$ cat src/rtl/core/point_in_polygon_test_core_assert.svh
// assertion macros shared by the core
`ifndef POINT_IN_POLYGON_TEST_CORE_ASSERT_SVH
`define POINT_IN_POLYGON_TEST_CORE_ASSERT_SVH

// same-cycle implication
`define PIPT_ASSERT_SAME(lbl, clk, rst, ante, cons) \
   lbl: assert property (@(posedge clk) disable iff (rst) (ante) |-> (cons)) \
      else $error("point in polygon core: assertion failed");

// next-cycle implication
`define PIPT_ASSERT_NEXT(lbl, clk, rst, ante, cons) \
   lbl: assert property (@(posedge clk) disable iff (rst) (ante) |=> (cons)) \
      else $error("point in polygon core: assertion failed");

`endif

$ cat src/rtl/core/pipt_pkg.sv
package pipt_pkg;

   localparam int FIELD_W = 24;

   typedef enum logic [2:0] {
      OP_NONE,
      OP_LAST,
      OP_FIRST,
      OP_HIST,
      OP_LOADB,
      OP_EDGE
   } pipt_op_type;

   typedef enum logic [3:0] {
      ST_IDLE,
      ST_RD_LAST,
      ST_RD_FIRST,
      ST_WAIT,
      ST_SETUP,
      ST_PRE,
      ST_MAIN_B,
      ST_MAIN,
      ST_DRAIN,
      ST_FINISH
   } pipt_state_type;

   typedef enum logic [1:0] {
      K_SKIP,
      K_BORDER,
      K_TOGGLE,
      K_MULT
   } pipt_kind_type;

   typedef struct packed {
      pipt_op_type op;
      logic        start;
      logic        load_rsp;
   } pipt_cmd_type;

   typedef struct packed {
      logic closed;
      logic busy;
      logic rsp_free;
   } pipt_status_type;

endpackage

$ cat src/rtl/core/pipt_ctrl.sv
module pipt_ctrl
   import pipt_pkg::*;
#(
   parameter int MAX_VERTICES = 256
) (
   input  logic                              clock,
   input  logic                              reset,
   input  logic                              req_valid,
   input  logic                              req_cmd,
   input  logic [$clog2(MAX_VERTICES+1)-1:0] count,
   input  pipt_status_type                   status,
   output logic                              req_ready,
   output pipt_cmd_type                      cmd,
   output logic [$clog2(MAX_VERTICES)-1:0]   rd_addr
);

   localparam int CNT_W = $clog2(MAX_VERTICES + 1);
   localparam int AW    = $clog2(MAX_VERTICES);

   pipt_state_type   state_ff, state_in;
   logic [CNT_W-1:0] idx_ff, idx_in;
   logic [CNT_W-1:0] edges_ff, edges_in;
   logic [CNT_W-1:0] cnt_m1;
   logic [CNT_W-1:0] edges_m1;

   assign cnt_m1   = count - CNT_W'(1);
   assign edges_m1 = edges_ff - CNT_W'(1);

   always_ff @(posedge clock) begin
      if (reset) begin
         state_ff <= ST_IDLE;
         idx_ff   <= '0;
         edges_ff <= '0;
      end else begin
         state_ff <= state_in;
         idx_ff   <= idx_in;
         edges_ff <= edges_in;
      end
   end

   always_comb begin
      state_in = state_ff;
      idx_in   = idx_ff;
      edges_in = edges_ff;
      case (state_ff)
         ST_IDLE: begin
            if (req_valid && req_cmd) begin
               state_in = (count == '0) ? ST_FINISH : ST_RD_LAST;
            end
         end
         ST_RD_LAST:  state_in = ST_RD_FIRST;
         ST_RD_FIRST: state_in = ST_WAIT;
         ST_WAIT:     state_in = ST_SETUP;
         ST_SETUP: begin
            edges_in = status.closed ? cnt_m1 : count;
            idx_in   = '0;
            state_in = (status.closed && count == CNT_W'(1)) ? ST_DRAIN : ST_PRE;
         end
         ST_PRE: begin
            if (idx_ff == edges_m1) begin
               state_in = ST_MAIN_B;
            end else begin
               idx_in = idx_ff + CNT_W'(1);
            end
         end
         ST_MAIN_B: begin
            idx_in   = CNT_W'(1);
            state_in = ST_MAIN;
         end
         ST_MAIN: begin
            if (idx_ff == edges_ff) begin
               state_in = ST_DRAIN;
            end else begin
               idx_in = idx_ff + CNT_W'(1);
            end
         end
         ST_DRAIN: begin
            if (!status.busy) begin
               state_in = ST_FINISH;
            end
         end
         ST_FINISH: begin
            if (status.rsp_free) begin
               state_in = ST_IDLE;
            end
         end
         default: state_in = ST_IDLE;
      endcase
   end

   always_comb begin
      req_ready    = 1'b0;
      cmd.op       = OP_NONE;
      cmd.start    = 1'b0;
      cmd.load_rsp = 1'b0;
      rd_addr      = '0;
      case (state_ff)
         ST_IDLE: begin
            req_ready = 1'b1;
            cmd.start = req_valid && req_cmd;
         end
         ST_RD_LAST: begin
            cmd.op  = OP_LAST;
            rd_addr = cnt_m1[AW-1:0];
         end
         ST_RD_FIRST: begin
            cmd.op = OP_FIRST;
         end
         ST_PRE: begin
            cmd.op  = OP_HIST;
            rd_addr = idx_ff[AW-1:0];
         end
         ST_MAIN_B: begin
            cmd.op = OP_LOADB;
         end
         ST_MAIN: begin
            cmd.op  = OP_EDGE;
            rd_addr = (idx_ff == count) ? '0 : idx_ff[AW-1:0];
         end
         ST_FINISH: begin
            cmd.load_rsp = status.rsp_free;
         end
         default: begin
            cmd.op = OP_NONE;
         end
      endcase
   end

endmodule

$ cat config.mk
export PLATFORM = sky130hd
export DESIGN_NAME = pipt_ctrl
export DESIGN_NICKNAME = d
export VERILOG_FILES = /design/src/rtl/core/point_in_polygon_test_core_assert.svh /design/src/rtl/core/pipt_pkg.sv /design/src/rtl/core/pipt_ctrl.sv
export SDC_FILE = /design/constraint.sdc
export NUM_CORES = 1
export LEC_CHECK = 0
export BUFFER_PORTS_ARGS = -buffer_cell sky130_fd_sc_hd__buf_4
export CAP_MARGIN = 5
export CELL_PAD_IN_SITES_DETAIL_PLACEMENT = 2
export CELL_PAD_IN_SITES_GLOBAL_PLACEMENT = 2
export CORE_UTILIZATION = 32
export DETAILED_ROUTE_END_ITERATION = 6
export PLACE_DENSITY = 0.87
export SETUP_SLACK_MARGIN = 0.1
export SYNTH_ARGS = -nofsm -noshare
export SYNTH_HDL_FRONTEND = slang
export SYNTH_SLANG_ARGS = --single-unit
$ cat constraint.sdc
create_clock -name clock -period 2.9 [get_ports clock]
set_input_delay 0 -clock clock [delete_from_list [all_inputs] [get_ports clock]]
set_output_delay 0 -clock clock [all_outputs]
set_load 0.03 [all_outputs]
==> flow_metrics.tcl, run 1 <==
set metrics [dict create \
    clock_power_share_pct 24.1 \
    p_leak_nw 0.903 \
    power_density_mw_per_mm2 419 \
    gr-usage-all-layers_pct 22.8 \
    cts_root_buf "sky130_fd_sc_hd__clkbuf_8" \
    start_kind "flip-flop" \
    switchingPower_mw 0.394 \
    hold_buffers 0 \
    max-slew-margin-rel_pct 49.8 \
    multi_input_comb_area_mm2 0.00143 \
    detailedRoute.firstPassIterationCount 4 \
    finalWeightedCongestion 0.824 \
    timing.final.hold_violations 0 \
    synth_edf_count 0 \
    final_global_route_overflow_total 0 \
    ys.flop_type "sky130_fd_sc_hd__dfxtp_1" \
    intPower_mw 0.585 \
    dpl-instance-area_mm2 0.00228 \
    fin_skew_ns 0.00542 \
    cts.htree.levels 1 \
    max_freq_mhz 398 \
    cp_data_arrival_time_ns 2.51 \
    report.power.total_mw 0.979 \
    antenna-diode-count 0 \
    r2r-start "edges_ff[0]" \
    outcome "complete, no violations" \
    die_height_um 81.1 \
    power.combinational.fraction_pct 41.3 \
    total_of_endpoints_with_negative_setup_slack_in_the_final_report 0 \
    fp_rows 28 \
    crit_path_start "state_ff[2]" \
    placed_cells_incl_taps 367 \
    via_count 2059 \
    power.ir.vdd_worst_mv 0.174 \
    fin_crit_sh_pct 86.6 \
    cp_max_fo 10 \
    post_cts.resized_instances 0 \
    layout_min_cycle_time_ns 2.51 \
    syn_inst 277 \
    layout-drive-gt1-share_pct 16.2 \
    post_synth_instance_area_mm2 0.00200 \
    post-synth-top-area-fraction_pct 22.0 \
    buf_inv_stages_crit_path 2 \
    worst_pin_slew_ns 0.743 \
    area_growth_pct 16.5 \
    route.detailed.vias_per_inst 5.55 \
    crit_chain "inv_1 > nor2_1 > nand2_1 > a41oi_1 > nand2_1 > o21ai_0 > buf_4" \
    crit_family "compound AO/OA/AOI/OAI gates" \
    worstHoldPathType "in2reg" \
    port_buffer_count 29 \
    finalInstanceArea_mm2 0.00233 \
    power.share.switching_pct 40.2 \
    seq_power_share_pct 34.6 \
    dieArea_mm2 0.00658 \
    grt_pass1_wl_mm 11.5 \
    worst_ep_required_ns 2.90 \
    final_core_utilization_pct 39.0 \
    final_cells 371 \
    path_common_cell "sky130_fd_sc_hd__nand2_1" \
    report.final.slew_viol_count 0 \
    floorplan.initialDensity_pct 33.5 \
    synth-seq-area-share_pct 22.0 \
    syn-num-nets 297 \
    core-area_mm2 0.00599 \
    fill_cells 699 \
    hold_path.startpoint "reset" \
    cts_post_setup_buffers_inserted 0 \
    start_to_end_type_of_the_worst_setup_path "reg2out" \
    number_of_clock_buffers_inserted_by_tritoncts 3 \
    crit_path_end_kind "output pin" \
    synth_cell_types 49 \
    grt_setup_unrepaired "no" \
    clockBufferDepth 2 \
    yosys_register_bits 22 \
    routed_wire_length_per_instance_um 18.6 \
    clkSinkCount 22 \
    cts_tree "built" \
    share_of_synthesized_flip_flops_with_an_asynchronous_set_or_reset_pct 0 \
    floorplan.die.width_um 81.1 \
    drtIter0Drc 104 \
    io_pins 30 \
    fin_tns_setup_ns 0 \
    via_count_of_the_first_global_routing_pass 2215 \
    finish.net_count 317 \
    synth_largest_area_cell "sky130_fd_sc_hd__dfxtp_1" \
    pin_count_of_the_biggest_net_entering_global_routing 19 \
    number_of_violations_of_the_max_capacitance_limit 0 \
    sequential_cell_area_um2 440 \
    drt-total-wl_mm 6.91 \
    cpPeakStageDelay_ns 0.62 \
    place_hpwl_mm 5.39 \
    worstSkewPairLatency_ns 0.27 \
    remaining_drc_errors 0 \
    worst_setup_hold_path_clk_slew_ns 0.09 \
    synth.yosys.warnings 0 \
    postRouteAntennaNets 0 \
    synth.top_cells.by_count "sky130_fd_sc_hd__nand2_1 (27), sky130_fd_sc_hd__nor2_1 (27), sky130_fd_sc_hd__dfxtp_1 (22), sky130_fd_sc_hd__xor2_1 (22), sky130_fd_sc_hd__o21ai_0 (20)" \
    syn_avg_cell_area_um2 7.24 \
    initial_antenna_violation_count 0 \
    crit_path_top_delay_cell "sky130_fd_sc_hd__a41oi_1" \
    netlist_top_cells_area "sky130_fd_sc_hd__dfxtp_1 (22%), sky130_fd_sc_hd__xor2_1 (9.6%), sky130_fd_sc_hd__xnor2_1 (6.6%)" \
]
## path summary, 6_finish.rpt
kind	to	slack, ns	depth (start not counted)
worst min register to register	edges_ff[8]	0.55	2
worst min-delay path	state_ff[1]	0.03	2
worst max register to register	idx_ff[0]	0.42	8
worst max-delay path	rd_addr[1]	0.39	7
## kinds of logic after synthesis
| group | after synthesis | synth area share, % |
|---|---|---|
| DFF | 22 | 22.0 |
| buffers and inverters | 31 | 6.99 |
| xor gates and xnor gates | 38 | 17.0 |
| adders and majority gates | 4 | 2.50 |
| and+or+nand+nor | 116 | 30.6 |
| AOI/OAI and AO/OA | 66 | 21.0 |
## final cells by class
type	instances	area share (%)
multi-input cells	224	61.3
well taps	75	4.02
repair buffers	38	12.2
clock buffers	4	2.36
inverters	8	1.29
flip-flops and latches	22	18.9
## state kept, by name, indices dropped and copies added (netlist names)
register  cells
edges_ff      9
state_ff      4
idx_ff        9
## power by group through the flow
stage / sequential, mW / clock (mW) / combinational, mW
after floorplan: 0.333 / 0 / 0.281
after global placement: 0.345 / 0 / 0.391
after CTS: 0.339 / 0.235 / 0.406
after detailed placement: 0.346 / 0 / 0.404
after global routing: 0.342 / 0.245 / 0.440
final: 0.339 / 0.236 / 0.404
## layout by cell type, fill, tap and decap left out, types with 2 or more instances in the layout
| cell | count |
|---|---|
| sky130_fd_sc_hd__nor4_1 | 8 |
| sky130_fd_sc_hd__a21o_1 | 2 |
| sky130_fd_sc_hd__o211ai_1 | 2 |
| sky130_fd_sc_hd__nand2_1 | 27 |
| sky130_fd_sc_hd__o21ai_0 | 20 |
| sky130_fd_sc_hd__ha_1 | 4 |
| sky130_fd_sc_hd__clkbuf_8 | 4 |
| sky130_fd_sc_hd__nor4b_1 | 2 |
| sky130_fd_sc_hd__nand3_1 | 8 |
| sky130_fd_sc_hd__and3_1 | 6 |
| sky130_fd_sc_hd__and2_1 | 2 |
| sky130_fd_sc_hd__inv_1 | 8 |
| sky130_fd_sc_hd__xor2_1 | 22 |
| sky130_fd_sc_hd__or4_1 | 2 |
| sky130_fd_sc_hd__a211oi_1 | 8 |
| sky130_fd_sc_hd__nor2_1 | 27 |
| sky130_fd_sc_hd__dfxtp_1 | 22 |
| sky130_fd_sc_hd__nand2b_1 | 4 |
| sky130_fd_sc_hd__or3_1 | 10 |
| sky130_fd_sc_hd__a41oi_1 | 2 |
| sky130_fd_sc_hd__nand4_1 | 7 |
| sky130_fd_sc_hd__buf_4 | 38 |
| sky130_fd_sc_hd__a21oi_1 | 16 |
| sky130_fd_sc_hd__o31ai_1 | 3 |
| sky130_fd_sc_hd__nor3_1 | 6 |
| sky130_fd_sc_hd__xnor2_1 | 15 |
## stage by stage
step / hold WS (ns) / worst slack, ns
5_1_grt: 0.0430 / 0.164
3_3_place_gp: 0.317 / 0.557
3_5_place_dp: 0.328 / 0.406
6_report: 0.0280 / 0.390
4_1_cts: 0.0320 / 0.325
2_1_floorplan: 0.185 / 0.531
## routing by layer
layer  global-route usage [%]  part of all wire (%)  vias up
met3                     1.35                   1.3        7
met1                     29.4                    47      993
li1                         -                     -     1031
met4                     5.54                   1.5        0
met5                        0                     0        -
met2                     40.9                    50       28
Note: power is estimated with default switching activity, not from simulation.
==> inputs of run 2 (changes only) <==
--- a/config.mk
+++ b/config.mk
@@ -7,5 +7,4 @@
 export LEC_CHECK = 0
 export BUFFER_PORTS_ARGS = -buffer_cell sky130_fd_sc_hd__buf_4
-export CAP_MARGIN = 5
 export CELL_PAD_IN_SITES_DETAIL_PLACEMENT = 2
 export CELL_PAD_IN_SITES_GLOBAL_PLACEMENT = 2
==> constraint.sdc (replaced) <==
create_clock -name clock -period 2.9 [get_ports clock]
set_input_delay 0.145 -clock clock [delete_from_list [all_inputs] [get_ports clock]]
set_output_delay 0.145 -clock clock [all_outputs]
set_load 0.03 [all_outputs]
==> run 2 against run 1 <==
Net effect:
- critical path depth is 2 higher
- clock power hardly changed
- global-route usage is 3.3 points higher
- critical path type is now reg2reg
==> flow_metrics.tcl, run 2 (same netlist as run 1, synthesis figures left out) <==
set metrics [dict create \
    cts_post_setup_buffers_inserted 0 \
    worstSkewPairLatency_ns 0.28 \
    remaining_drc_errors 0 \
    layout_min_cycle_time_ns 2.62 \
    fin_crit_sh_pct 90.3 \
    drtIter0Drc 118 \
    cp_data_arrival_time_ns 2.79 \
    power.combinational.fraction_pct 39.8 \
    floorplan.initialDensity_pct 33.5 \
    timing.final.hold_violations 0 \
    worst_setup_hold_path_clk_slew_ns 0.09 \
    core-area_mm2 0.00599 \
    grt_setup_unrepaired "no" \
    finish.net_count 319 \
    clockBufferDepth 2 \
    cp_max_fo 8 \
    power_density_mw_per_mm2 421 \
    post_place_worst_slack_ns 0.410 \
    crit_chain "inv_1 > ha_1 > nand2b_1 > o211a_1 > o31ai_1 > nand3_1 > a211oi_1 > nor4b_1 > o41a_1" \
    finalWorstSetupSlack_ns 0.280 \
    p_leak_nw 0.915 \
    crit_path_top_delay_cell "sky130_fd_sc_hd__dfxtp_1" \
    routed_wire_length_per_instance_um 21.4 \
    grt_pass1_wl_mm 12.7 \
    layout-drive-gt1-share_pct 17.1 \
    min_path_cells 2 \
    crit_path_end_kind "flip-flop" \
    report.final.slew_viol_count 0 \
    worst_pin_slew_ns 0.688 \
    worstHoldPathType "in2reg" \
    cts_tree "built" \
    layout_common_cells "sky130_fd_sc_hd__buf_4 (40), sky130_fd_sc_hd__nor2_1 (27), sky130_fd_sc_hd__nand2_1 (27)" \
    clkSinkCount 22 \
    outcome "complete, no violations" \
    cpPeakStageDelay_ns 0.44 \
    pin_count_of_the_biggest_net_entering_global_routing 19 \
    max_freq_mhz 382 \
    switchingPower_mw 0.411 \
    cts_root_buf "sky130_fd_sc_hd__clkbuf_8" \
    worst_ep_required_ns 3.07 \
    initial_antenna_violation_count 0 \
    sequential_cell_area_um2 440 \
    largest_registers "edges_ff (9), idx_ff (9), state_ff (4)" \
    layout_commonest_cell "sky130_fd_sc_hd__buf_4" \
    power.ir.vdd_worst_mv 0.164 \
    hold_buffers 0 \
    finalWeightedCongestion 0.912 \
    fill_cells 691 \
    placed_cells_incl_taps 369 \
    start_to_end_type_of_the_worst_setup_path "reg2reg" \
    report.power.total_mw 0.992 \
    drt-total-wl_mm 8.00 \
    start_kind "flip-flop" \
    detailedRoute.firstPassIterationCount 4 \
    number_of_violations_of_the_max_capacitance_limit 0 \
    area_growth_pct 17.6 \
    intPower_mw 0.582 \
    final_core_utilization_pct 39.3 \
    total_of_endpoints_with_negative_setup_slack_in_the_final_report 0 \
    clock_power_share_pct 23.5 \
    via_count 2214 \
    fin_tns_setup_ns 0 \
    final_cells 373 \
    dieArea_mm2 0.00658 \
    floorplan.die.width_um 81.1 \
    postRouteAntennaNets 0 \
    via_count_of_the_first_global_routing_pass 2375 \
    port_buffer_count 29 \
    io_pins 30 \
    place_hpwl_mm 5.91 \
    power.share.switching_pct 41.4 \
    multi_input_comb_area_mm2 0.00144 \
    number_of_clock_buffers_inserted_by_tritoncts 3 \
    antenna-diode-count 0 \
    fin_skew_ns 0.00673 \
    cts.htree.levels 1 \
    seq_power_share_pct 36.7 \
    gr-usage-all-layers_pct 26.0 \
    fp_rows 28 \
    ff2ff_path_depth 9 \
    max-slew-margin-rel_pct 54.1 \
    final_global_route_overflow_total 0 \
    route.detailed.vias_per_inst 5.94 \
    die_height_um 81.1 \
]
==> run 2: cell count changes in the layout (fill, tap and decap cells not counted), sizes merged <==
| cell | previous run | this run |
|---|---|---|
| buf | 38 | 40 |
==> run 2: final cells by class <==
type                            instances  share of cell area [%]
Timing Repair Buffer                   40                    12.7
Tap cell                               75                    3.98
Sequential cell                        22                    18.7
Inverter                                8                    1.27
Clock buffer                            4                    2.34
Multi-Input combinational cell        224                    61.0
==> run 2: repair_timing <==
action	4_1_cts	5_1_grt
resized for setup	1	0
endpoints found under the hold margin	0	0
endpoints found under the setup margin	3	0
==> run 2: critical path: cells and delay by family (launching register included) <==
family | cells | cell delay (ns)
adder cells (fa/ha/maj) | 1 | 0.30
flip-flops | 1 | 0.44
AND/OR/NAND/NOR | 3 | 0.51
AO/OA/AOI/OAI | 4 | 1.13
buffers and inverters | 1 | 0.11
==> run 2: metal layers <==
layer  vias up  wire length [um]  global-route usage (%)
li1       1029                 -                       -
met2        78              4050                    46.0
met1      1086              3410                    31.1
met3        21               278                    3.15
met4         0               261                    12.1
met5         -                 0                       0
==> run 2: path summary, 6_finish.rpt <==
check | start | end | slack, ns
worst max-delay path | edges_ff[1] | idx_ff[0] | 0.28
worst min-delay path | reset | edges_ff[0] | 0.17
worst max register to register | edges_ff[1] | idx_ff[0] | 0.28
worst min register to register | edges_ff[8] | edges_ff[8] | 0.55
==> run 2: per-stage QoR <==
step | hold WS (ns) | instance area, um^2
2_1_floorplan | 0.350 | 2000
3_3_place_gp | 0.454 | 2290
3_5_place_dp | 0.461 | 2290
4_1_cts | 0.177 | 2360
5_1_grt | 0.175 | 2360
6_report | 0.171 | 2360
==> run 2: power by group through the flow <==
stage | logic, mW | clock network [mW] | registers, mW
after global placement | 0.365 | 0 | 0.365
after detailed placement | 0.384 | 0 | 0.369
after floorplan | 0.281 | 0 | 0.333
after CTS | 0.396 | 0.232 | 0.362
final | 0.395 | 0.233 | 0.364
after global routing | 0.425 | 0.251 | 0.367
==> inputs of run 3 (changes only) <==
- RECOVER_POWER: default -> 25
==> run 3 against run 2 <==
Net effect:
- sequential share of layout area rose by 0.11 points
- utilization shrank 0.23 points
- critical path depth unchanged
- clock power is essentially flat
- first-iteration DRC count up 5.9%
- critical path type unchanged
- largest power group unchanged
==> flow_metrics.tcl, run 3 (same netlist as run 1, synthesis figures left out) <==
set metrics [dict create \
    outcome "complete, no violations" \
    post_place_worst_slack_ns 0.410 \
    timing.final.hold_violations 0 \
    layout_commonest_cell "sky130_fd_sc_hd__buf_4" \
    io_pins 30 \
    grt_setup_unrepaired "no" \
    layout_common_cells "sky130_fd_sc_hd__buf_4 (38), sky130_fd_sc_hd__nor2_1 (27), sky130_fd_sc_hd__nand2_1 (27)" \
    fin_tns_setup_ns 0 \
    area_growth_pct 16.9 \
    r2r-start "edges_ff[1]" \
    antenna-diode-count 0 \
    cts.htree.levels 1 \
    finalWeightedCongestion 0.912 \
    largest_registers "edges_ff (9), idx_ff (9), state_ff (4)" \
    clockBufferDepth 2 \
    floorplan.initialDensity_pct 33.5 \
    worstSkewPairLatency_ns 0.28 \
    pin_count_of_the_biggest_net_entering_global_routing 19 \
    cp_max_fo 8 \
    fin_skew_ns 0.00514 \
    route.detailed.vias_per_inst 5.89 \
    drt-total-wl_mm 7.99 \
    max_freq_mhz 380 \
    final_global_route_overflow_total 0 \
    cp_data_arrival_time_ns 2.80 \
    worst_ep_required_ns 3.07 \
    initial_antenna_violation_count 0 \
    layout-drive-gt1-share_pct 16.1 \
    max-slew-margin-rel_pct 52.6 \
    hold_path.startpoint "reset" \
    p_leak_nw 0.906 \
    finalWorstSetupSlack_ns 0.266 \
    worst_setup_hold_path_clk_slew_ns 0.08 \
    clkSinkCount 22 \
    number_of_violations_of_the_max_capacitance_limit 0 \
    power.ir.vdd_worst_mv 0.163 \
    gr-usage-all-layers_pct 26.0 \
    layout_min_cycle_time_ns 2.63 \
    number_of_clock_buffers_inserted_by_tritoncts 3 \
    start_kind "flip-flop" \
    drtIter0Drc 125 \
    dieArea_mm2 0.00658 \
    crit_path_end_kind "flip-flop" \
    remaining_drc_errors 0 \
    routed_wire_length_per_instance_um 21.4 \
    power_density_mw_per_mm2 423 \
    via_count 2198 \
    total_of_endpoints_with_negative_setup_slack_in_the_final_report 0 \
    fp_rows 28 \
    detailedRoute.firstPassIterationCount 5 \
    fin_crit_sh_pct 90.8 \
    via_count_of_the_first_global_routing_pass 2375 \
    cts_root_buf "sky130_fd_sc_hd__clkbuf_8" \
    grt_pass1_wl_mm 12.7 \
    worst_pin_slew_ns 0.712 \
    worstHoldPathType "in2reg" \
    cts_post_setup_buffers_inserted 0 \
    port_buffer_count 29 \
    finish.net_count 319 \
    die_height_um 81.1 \
    floorplan.die.width_um 81.1 \
    cts_tree "built" \
    place_hpwl_mm 5.91 \
    postRouteAntennaNets 0 \
    report.final.slew_viol_count 0 \
    start_to_end_type_of_the_worst_setup_path "reg2reg" \
    crit_path_start "edges_ff[1]" \
    core-area_mm2 0.00599 \
]
## run 3: layer usage
| metal | vias up | wire [um] | GRT usage (%) |
|---|---|---|---|
| met3 | 21 | 263 | 3.15 |
| met1 | 1079 | 3370 | 31.1 |
| li1 | 1029 | - | - |
| met4 | 0 | 263 | 12.1 |
| met5 | - | 0 | 0 |
| met2 | 69 | 4090 | 46.0 |
## run 3: final cells by class
class                   instances  area, um^2
clock buffers                   4        55.1
fillers                       693        3650
inverters                       8        30.0
multi-input cells             224        1430
flip-flops and latches         22         440
well taps                      75        93.8
repair buffers                 40         293
## run 3: worst max-delay path, cell delays in order (launching register included)
cell and delay [ns]:
sky130_fd_sc_hd__dfxtp_1 0.44, sky130_fd_sc_hd__inv_1 0.11, sky130_fd_sc_hd__ha_1 0.30, sky130_fd_sc_hd__nand2b_1 0.20, sky130_fd_sc_hd__o211a_1 0.16, sky130_fd_sc_hd__o31ai_1 0.27, sky130_fd_sc_hd__nand3_1 0.19, sky130_fd_sc_hd__a211oi_1 0.31
sky130_fd_sc_hd__nor4b_1 0.12, sky130_fd_sc_hd__o41a_1 0.41
## run 3: power breakdown
group          internal (mW)  leakage (nW)  switching [mW]
logic                  0.144         0.699           0.252
clock network          0.122        0.0288           0.110
registers              0.315         0.178          0.0476
## run 3: repair_timing
item,in CTS,in global routing
gates resized for setup,1,0
setup endpoints to repair,3,0
hold buffers,0,0
## run 3: worst paths after layout
path                 endpoint  slack [ns]  cells after the start
hold / removal    edges_ff[0]        0.17                      2
setup / recovery    idx_ff[0]        0.27                      9
hold reg to reg   edges_ff[8]        0.55                      2
setup reg to reg    idx_ff[0]        0.27                      9
## run 3: metrics by stage
stage	hold slack, ns	std cells	utilization, %	area, um^2	power (mW)
finish	0.172	373	39.1	2340	0.991
global route	0.176	373	39.1	2340	1.04
CTS	0.177	373	39.3	2360	0.991
detailed placement	0.461	369	38.3	2290	0.753
global placement	0.454	369	38.3	2290	0.729
floorplan	0.350	277	-	2000	0.614
